### config.mk
export PLATFORM = sky130hd
export DESIGN_NAME = lsd_parser
export DESIGN_NICKNAME = d
export VERILOG_FILES = /design/src/rtl/core/lsd_pkg.sv /design/src/rtl/core/lsd_parser.sv
export SDC_FILE = /design/constraint.sdc
export NUM_CORES = 1
export LEC_CHECK = 0
export CORE_UTILIZATION = 50
export CTS_CLUSTER_SIZE = 25
export DETAILED_ROUTE_END_ITERATION = 7
export DONT_BUFFER_PORTS = 1
export PLACE_DENSITY = 0.61
export RECOVER_POWER = 100
export SYNTH_ARGS = -nofsm -noshare
export SYNTH_HDL_FRONTEND = slang
export SYNTH_SLANG_ARGS = --single-unit
### constraint.sdc
create_clock -name clk -period 2.7 [get_ports clk]
set_input_delay 0.81 -clock clk [delete_from_list [all_inputs] [get_ports clk]]
set_output_delay 0.81 -clock clk [all_outputs]
set_load 0.005 [all_outputs]
### src/rtl/core/lsd_pkg.sv
// Shared types and constants of the LZSS stream decoder.
// No dependencies; imported by the window, parser, top level, checker and testbench.
`default_nettype none

package lsd_pkg;

	localparam int WIN_AW = 12;                      // 4096-entry history window
	localparam int HI_CNT = 18;                      // entries above the initial fill
	localparam int HI_AW  = 5;
	localparam int LEN_W  = 5;                       // copy length 3..18

	localparam logic [WIN_AW-1:0] WP_INIT    = 12'd4078;
	localparam logic [WIN_AW:0]   FILL_MAX   = 13'd4096;
	localparam logic [LEN_W-1:0]  MIN_MATCH  = 5'd3;
	localparam logic [3:0]        FLAG_BITS  = 4'd8;
	localparam logic [7:0]        SPACE_BYTE = 8'h20;
	localparam logic [7:0]        ZERO_BYTE  = 8'h00;

	typedef struct packed {
		logic [7:0] in_byte;
		logic       stream_start;
	} lsd_in_t;

	typedef struct packed {
		logic [7:0] out_byte;
		logic       run_last;
	} lsd_out_t;

	// parser to window: one read or one literal per cycle while stage 1 is free, plus stream restart
	typedef struct packed {
		logic              rd_en;
		logic [WIN_AW-1:0] rd_addr;
		logic              rd_last;
		logic              lit_en;
		logic [7:0]        lit_byte;
		logic              start;
	} lsd_req_t;

	typedef enum logic [1:0] {
		PH_FLAG,
		PH_ITEM,
		PH_HIGH
	} lsd_phase_t;

	// where the byte held in stage 1 comes from
	typedef enum logic [1:0] {
		SRC_MEM,
		SRC_REG,
		SRC_SPACE,
		SRC_ZERO
	} lsd_src_t;

endpackage

`default_nettype wire

### src/rtl/core/lsd_parser.sv
// Stream parser: flag bits, literal and token decoding, copy address sequencer.
// Depends on lsd_pkg.
`default_nettype none

module lsd_parser (
	input  logic              clk,
	input  logic              arst_n,
	input  logic              accept,
	input  lsd_pkg::lsd_in_t  item,
	input  logic              s1_free,
	output logic              busy,
	output lsd_pkg::lsd_req_t req
);

	import lsd_pkg::*;

	lsd_phase_t        phase_q, phase_d;
	logic [7:0]        bits_q, bits_d;
	logic [3:0]        left_q, left_d;
	logic [7:0]        low_q, low_d;
	logic [LEN_W-1:0]  cnt_q, cnt_d;
	logic [WIN_AW-1:0] addr_q, addr_d;

	lsd_phase_t        eff_phase;
	logic [3:0]        eff_left;
	logic              rd_go;

	assign busy  = cnt_q != '0;
	assign rd_go = busy && s1_free;

	always_ff @(posedge clk or negedge arst_n) begin
		if (!arst_n) begin
			phase_q <= PH_FLAG;
			bits_q  <= '0;
			left_q  <= '0;
			low_q   <= '0;
			cnt_q   <= '0;
			addr_q  <= '0;
		end else begin
			phase_q <= phase_d;
			bits_q  <= bits_d;
			left_q  <= left_d;
			low_q   <= low_d;
			cnt_q   <= cnt_d;
			addr_q  <= addr_d;
		end
	end

	always_comb begin
		phase_d = phase_q;
		bits_d  = bits_q;
		left_d  = left_q;
		low_d   = low_q;
		cnt_d   = cnt_q;
		addr_d  = addr_q;

		req.rd_en    = rd_go;
		req.rd_addr  = addr_q;
		req.rd_last  = cnt_q == LEN_W'(1);
		req.lit_en   = 1'b0;
		req.lit_byte = item.in_byte;
		req.start    = accept && item.stream_start;

		// a restart makes the byte a flag byte
		eff_phase = item.stream_start ? PH_FLAG : phase_q;
		eff_left  = item.stream_start ? 4'd0 : left_q;

		if (rd_go) begin
			cnt_d  = cnt_q - 1'b1;
			addr_d = addr_q + 1'b1;
		end

		if (accept) begin
			unique case (eff_phase)
				PH_HIGH: begin
					cnt_d   = LEN_W'(item.in_byte[3:0]) + MIN_MATCH;
					addr_d  = {item.in_byte[7:4], low_q};
					bits_d  = bits_q >> 1;
					left_d  = (eff_left != '0) ? eff_left - 1'b1 : 4'd0;
					phase_d = (left_d == '0) ? PH_FLAG : PH_ITEM;
				end
				PH_ITEM: begin
					if (eff_left == '0) begin
						bits_d  = item.in_byte;
						left_d  = FLAG_BITS;
						phase_d = PH_ITEM;
					end else if (bits_q[0]) begin
						req.lit_en = 1'b1;
						bits_d     = bits_q >> 1;
						left_d     = eff_left - 1'b1;
						phase_d    = (left_d == '0) ? PH_FLAG : PH_ITEM;
					end else begin
						low_d   = item.in_byte;
						phase_d = PH_HIGH;
					end
				end
				default: begin
					bits_d  = item.in_byte;
					left_d  = FLAG_BITS;
					phase_d = PH_ITEM;
				end
			endcase
		end
	end

endmodule

`default_nettype wire

==> results of run 1 <==
[logic make-up after synthesis]
kind of cell,count (synthesis)
AO/OA/AOI/OAI,48
XOR/XNOR,15
adder cells (fa/ha/maj),8
buffers and inverters,37
flip-flops,39
multiplexers,18
AND/OR/NAND/NOR,89
[final timing paths]
| check | from | end | cells past startpoint |
|---|---|---|---|
| min | arst_n | cnt_q[3] | 0 |
| min in group clk | low_q[6] | addr_q[6] | 2 |
| max in group asynchronous | arst_n | bits_q[5] | 0 |
| max reg2reg | left_q[0] | low_q[6] | 7 |
| max | item[0] | req[9] | 5 |
| min reg2reg | low_q[6] | addr_q[6] | 2 |
[power by group through the flow]
stage          clock (mW)  combinational (mW)  sequential (mW)
2_1_floorplan           0               0.514            0.942
5_1_grt             0.536               0.622             1.03
4_1_cts             0.517               0.564             1.00
3_3_place_gp            0               0.553             1.01
6_report            0.505               0.548             1.00
3_5_place_dp            0               0.559             1.01
[metrics by stage]
stage                util  hold slack, ns  power (mW)  cells
global route        0.543           0.182        2.19    314
floorplan               -           0.446        1.46    254
CTS                 0.548           0.185        2.09    314
global placement    0.524           0.460        1.57    306
finish              0.543           0.191        2.06    314
detailed placement  0.524           0.464        1.57    306
[routing by layer]
metal | track usage | vias to the layer above
met5 | 0 | -
met4 | 0.0654 | 0
met2 | 0.320 | 53
li1 | - | 888
met1 | 0.315 | 882
met3 | 0.0611 | 5
[layout by cell type, fill, tap and decap left out, types with 2 or more instances in the layout]
cell | Yosys | final
xnor2_1 | 11 | 11
inv_1 | 13 | 13
a221o_1 | 7 | 7
clkbuf_1 | 6 | 5
dfrtp_1 | 39 | 39
clkbuf_8 | 0 | 5
o2bb2ai_1 | 2 | 2
nor2_1 | 9 | 10
a21oi_1 | 3 | 3
o311ai_0 | 2 | 2
nand2b_1 | 3 | 3
nand3_1 | 21 | 21
and2_0 | 0 | 2
mux2i_1 | 9 | 9
a22o_1 | 3 | 3
mux2_2 | 9 | 9
nand4_1 | 4 | 4
nor3_1 | 6 | 6
buf_4 | 9 | 2
nor4b_1 | 2 | 2
nand2_1 | 29 | 29
xor2_1 | 4 | 4
o21ai_0 | 11 | 12
ha_1 | 8 | 8
a31oi_1 | 2 | 2
nor4_1 | 2 | 2
[registers in the layout (all words and copies together) (netlist names)]
register  flops
addr_q       12
low_q         8
bits_q        8
left_q        4
phase_q       2
cnt_q         5
[worst max-delay path, delay by kind of cell]
kind          cells  cell delay, ns
fa+ha+maj         1            0.27
simple gates      3            0.60
buf+inv           1            0.06
[cell type report]
cell class	instances	share of cell area
multi-input combinational	178	0.500
tap	67	0.0327
clock buffer	5	0.0268
sequential	39	0.381
clock inverter	3	0.0171
timing repair buffer	8	0.0210
inverter	14	0.0215
==> metrics.txt, run 1 <==
outcome=finished, final reports clean; GR Util All Layers=0.218; register area share after synthesis=0.397; Syn-to-layout area delta=4.17%; post-synthesis mux area share=0.0778; Synth top cells by count=39 x dfrtp_1, 29 x nand2_1, 21 x nand3_1, 13 x inv_1; n_diodes=0; simple-gate area share of the yosys netlist=0.189; syn_area_per_cell=9.69 sq um; cell taking the most area after synthesis=dfrtp_1; max_cap viols=0; Max Fanout on Critical Path=8; Leakage=1.03 nW; worst endpoint required time=1.89 ns; CTS Hold Bufs=0; post-CTS resize count=0; nets=267; CP max-delay cell=ha_1; Final GP Congestion=0.789; Die W=72.2 microns; RSZ-0062 raised after global routing=no; via count=1,828; Relative slew margins=0.589; top_reg_cell synth=dfrtp_1; critical path type=input pin to output port; Synth cell types=58; first-pass GRT wire length=8600 microns; Crit path largest cell delay=0.27 ns; metal2 WL=2340 microns; Post-synth EDFFs=0; H-Tree Depth=2; core area=0.00472 sq mm; vias in the first global route=1,719; most numerous cell in the Yosys netlist=dfrtp_1; max-slew violation count=0; cell area after placement=0.00247 sq mm; starting density of the core=0.521; Overflow after GRT=0; fillers=415; Post-Layout Inst Area=0.00256 sq mm; Worst Tran Pin Value=0.617 ns; startpoint types=input pin; Net Switching=0.709 mW; Final TNS setup=0 ns; CTS tree=done; final wirelength=5350 microns; met1 WL=2640 microns; worst-case clock skew=0.0111 ns; Sw Share=0.344; initial antenna violation count=0; Int Power=1.35 mW; Die Area=0.00521 sq mm; Clock Latency Late Sink=0.30 ns; ys async rst share=1.00; met3 WL post-DR=328 microns; Mapped Cells=254; Clk pwr share=0.246; largest family of logic cells by synthesized area=simple AND/OR/NAND/NOR gates; post-layout min period=2.55 ns; worst vdd ir=0.413 mV; share of cells above drive strength 1=0.113; FF+latch count, synth=39; clock-pin slew on the worst setup and hold paths=0.09 ns; register area=976 sq um; Synth Area in Compound Gates=0.163; pre-CTS setup slack=0.164 ns; height of the die=72.2 microns; Post-DP HPWL=3740 microns; CTS Buf Count=5; Max Fclk=393 MHz; Setup WS post-layout=0.153 ns; Final Cycle Share=0.943; post-route ant nets=0; Cell Pwr Density=802 mW/mm^2; post-synthesis cell area=0.00246 sq mm; DR vias/cell=5.82; setup repair bufs after CTS=0; Root Driver=clkbuf_8; wire length per cell=17.1 microns; pin count of the biggest net entering global routing=40; worst path arrival time=1.74 ns; final setup violation count=0; share of power burned in registers=0.488; Post-Synth Adder-Cell Area=0.0407; Post-Synth XOR/XNOR Area=0.0534; Post-Synthesis Net Count=275; CP Cell Sequence=and2b_1 -> inv_1 -> ha_1 -> nand2_1 -> and4_1; PortBufs=0; uppermost layer routed=met4; Multi-input gate area=0.00128 sq mm; DRT iter0 DRCs=113; Comb pwr share=0.267; Critical Path End Type=output port; I/O pins=38; FP Rows=25; CTS sink cnt=39; top cell type's share of synthesized area=0.397; DRC viols=0; most area-consuming cells after synthesis=dfrtp_1 40%, nand2_1 4.4%, nand3_1 4.3%; r2r setup slk=0.33 ns; Final Hold Viols=0; Ys Warns=0; Hold Crit Class=input pin to async pin; CTS Buffer Depth=2; drt pass-1 iters=4
(Power assumes the default switching activity.)
==> inputs of run 2 (changes only) <==
--- a/config.mk
+++ b/config.mk
@@ -10,7 +10,7 @@
 export DETAILED_ROUTE_END_ITERATION = 7
 export DONT_BUFFER_PORTS = 1
 export PLACE_DENSITY = 0.61
-export RECOVER_POWER = 100
+export RECOVER_POWER = 25
 export SYNTH_ARGS = -nofsm -noshare
 export SYNTH_HDL_FRONTEND = slang
 export SYNTH_SLANG_ARGS = --single-unit
==> metrics.txt, run 2 (synthesized netlist as in run 1, its figures left out) <==
max-slew violation count=0 (unchanged); initial antenna violation count=0 (unchanged); DRT iter0 DRCs=110 (-2.7%); worst reg2reg path endpoint=bits_q[6]; Critical Path End Type=output port; CTS tree=done; Relative slew margins=0.641 (+0.0522); Max Fclk=393 MHz (about the same); DRC viols=0 (unchanged); fillers=406 (-2.2%); Root Driver=clkbuf_8; Cells after DPL=306 (unchanged); PortBufs=0 (unchanged); CTS sink cnt=39 (unchanged); vias in the first global route=1,719 (unchanged); post-CTS resize count=0 (unchanged); startpoint types=input pin; Die Area=0.00521 sq mm (unchanged); nets=267 (unchanged); core area=0.00472 sq mm (unchanged); RSZ-0062 raised after global routing=no; share of cells above drive strength 1=0.142 (+0.0283); CTS Buffer Depth=2 (unchanged); Syn-to-layout area delta=5.13%; worst vdd ir=0.414 mV (about the same); final wirelength=5390 microns (+0.64%); WHS=0.192 ns (+0.000964 ns); CTS Buf Count=5 (unchanged); Cell Pwr Density=800 mW/mm^2 (-0.26%); DR vias/cell=5.79 (-0.55%); H-Tree Depth=2 (unchanged); worst-case clock skew=0.0107 ns (-0.000409 ns); Final GP Congestion=0.789 (unchanged); Die W=72.2 microns (unchanged); Hold Crit Class=input pin to async pin; pin count of the biggest net entering global routing=40 (unchanged); biggest regs=addr_q (12), bits_q (8), low_q (8); r2r setup slk=0.53 ns (+0.20 ns); Final Cycle Share=0.943 (about the same); post-layout min period=2.55 ns (-0.0000360 ns); FP Rows=25 (unchanged); wire length per cell=17.2 microns (+0.64%); Largest register FFs=12 (unchanged); Biggest register=addr_q; Final Hold Viols=0 (unchanged); worst flop-to-flop path startpoint=left_q[0]; Post-Layout Cell Count=314 (unchanged); Setup WS post-layout=0.153 ns (+0.0000360 ns); final setup violation count=0 (unchanged); Post-DP HPWL=3740 microns (unchanged); max_cap viols=0 (unchanged); Overflow after GRT=0 (unchanged); Final TNS setup=0 ns (unchanged); via count=1,818 (-0.55%); n_diodes=0 (unchanged); I/O pins=38 (unchanged); worst endpoint required time=1.89 ns (about the same); clock-pin slew on the worst setup and hold paths=0.09 ns (about the same); CTS Hold Bufs=0 (unchanged); FF-to-FF path depth=8 (+1); starting density of the core=0.521 (unchanged); Max Fanout on Critical Path=8 (unchanged); drt pass-1 iters=4 (unchanged); GR Util All Layers=0.218 (unchanged); most common cell after layout, fill and taps aside=dfrtp_1; Clock Latency Late Sink=0.30 ns (about the same); outcome=finished, final reports clean; post-route ant nets=0 (unchanged); most frequent cells in the layout=39 x dfrtp_1, 29 x nand2_1, 21 x nand3_1; Leakage=1.05 nW (+2.3%); Final Util=0.548 (+0.00503); worst path arrival time=1.74 ns (about the same); critical path type=input pin to output port; pre-CTS setup slack=0.164 ns (unchanged); setup repair bufs after CTS=0 (unchanged); height of the die=72.2 microns (unchanged); first-pass GRT wire length=8600 microns (unchanged); Worst Tran Pin Value=0.537 ns (-0.0799 ns)
-- run 2: changes by cell type in the layout (fill, tap and decap cells not counted) --
cell | previous run | this run
and2_0 | 2 | 0
and2_1 | 0 | 1
and2_4 | 0 | 1
buf_4 | 2 | 7
clkbuf_1 | 5 | 0
nor2_1 | 10 | 9
nor2_2 | 0 | 1
o21ai_0 | 12 | 11
o21ai_1 | 1 | 2
-- run 2: worst max-delay path by stage --
stage	start	end	depth (start not counted)
2_1_floorplan	item[0]	req[9]	6
3_3_place_gp	item[0]	bits_q[3]	8
3_5_place_dp	item[0]	req[9]	5
4_1_cts	item[0]	req[9]	5
5_1_grt	left_q[0]	req[9]	5
6_report	item[0]	req[9]	5
-- run 2: cell type report --
cell class / instances / area [sq um] / share of cell area
multi-input cells: 178 / 1290 / 0.498
flip-flops and latches: 39 / 976 / 0.377
well taps: 67 / 83.8 / 0.0324
repair buffers: 8 / 72.6 / 0.0280
clock buffers: 5 / 68.8 / 0.0266
inverters: 14 / 55.1 / 0.0213
clock inverters: 3 / 43.8 / 0.0169
-- run 2: per-stage QoR --
stage	total power [mW]	area, sq um
2_1_floorplan	1.46	2460
3_3_place_gp	1.57	2470
3_5_place_dp	1.57	2470
4_1_cts	2.09	2590
5_1_grt	2.21	2590
6_report	2.07	2590
-- run 2: per-layer routing --
metal	global-route usage	vias up	wire length, microns
met5	0	-	0
met4	0.0654	0	44
met3	0.0611	5	301
met2	0.320	42	2350
met1	0.315	884	2690
li1	-	887	-
-- run 2: worst max-delay path, cell delays in order --
cell and delay, ns:
and2b_1 0.23, inv_1 0.06, ha_1 0.27, nand2_1 0.14, and4_1 0.23
-- run 2: where the power goes --
| group | switching, mW | total, mW | internal [mW] | leakage (nW) |
|---|---|---|---|---|
| Clock | 0.230 | 0.505 | 0.276 | 0.0581 |
| Sequential | 0.223 | 1.00 | 0.781 | 0.485 |
| Combinational | 0.259 | 0.561 | 0.303 | 0.511 |
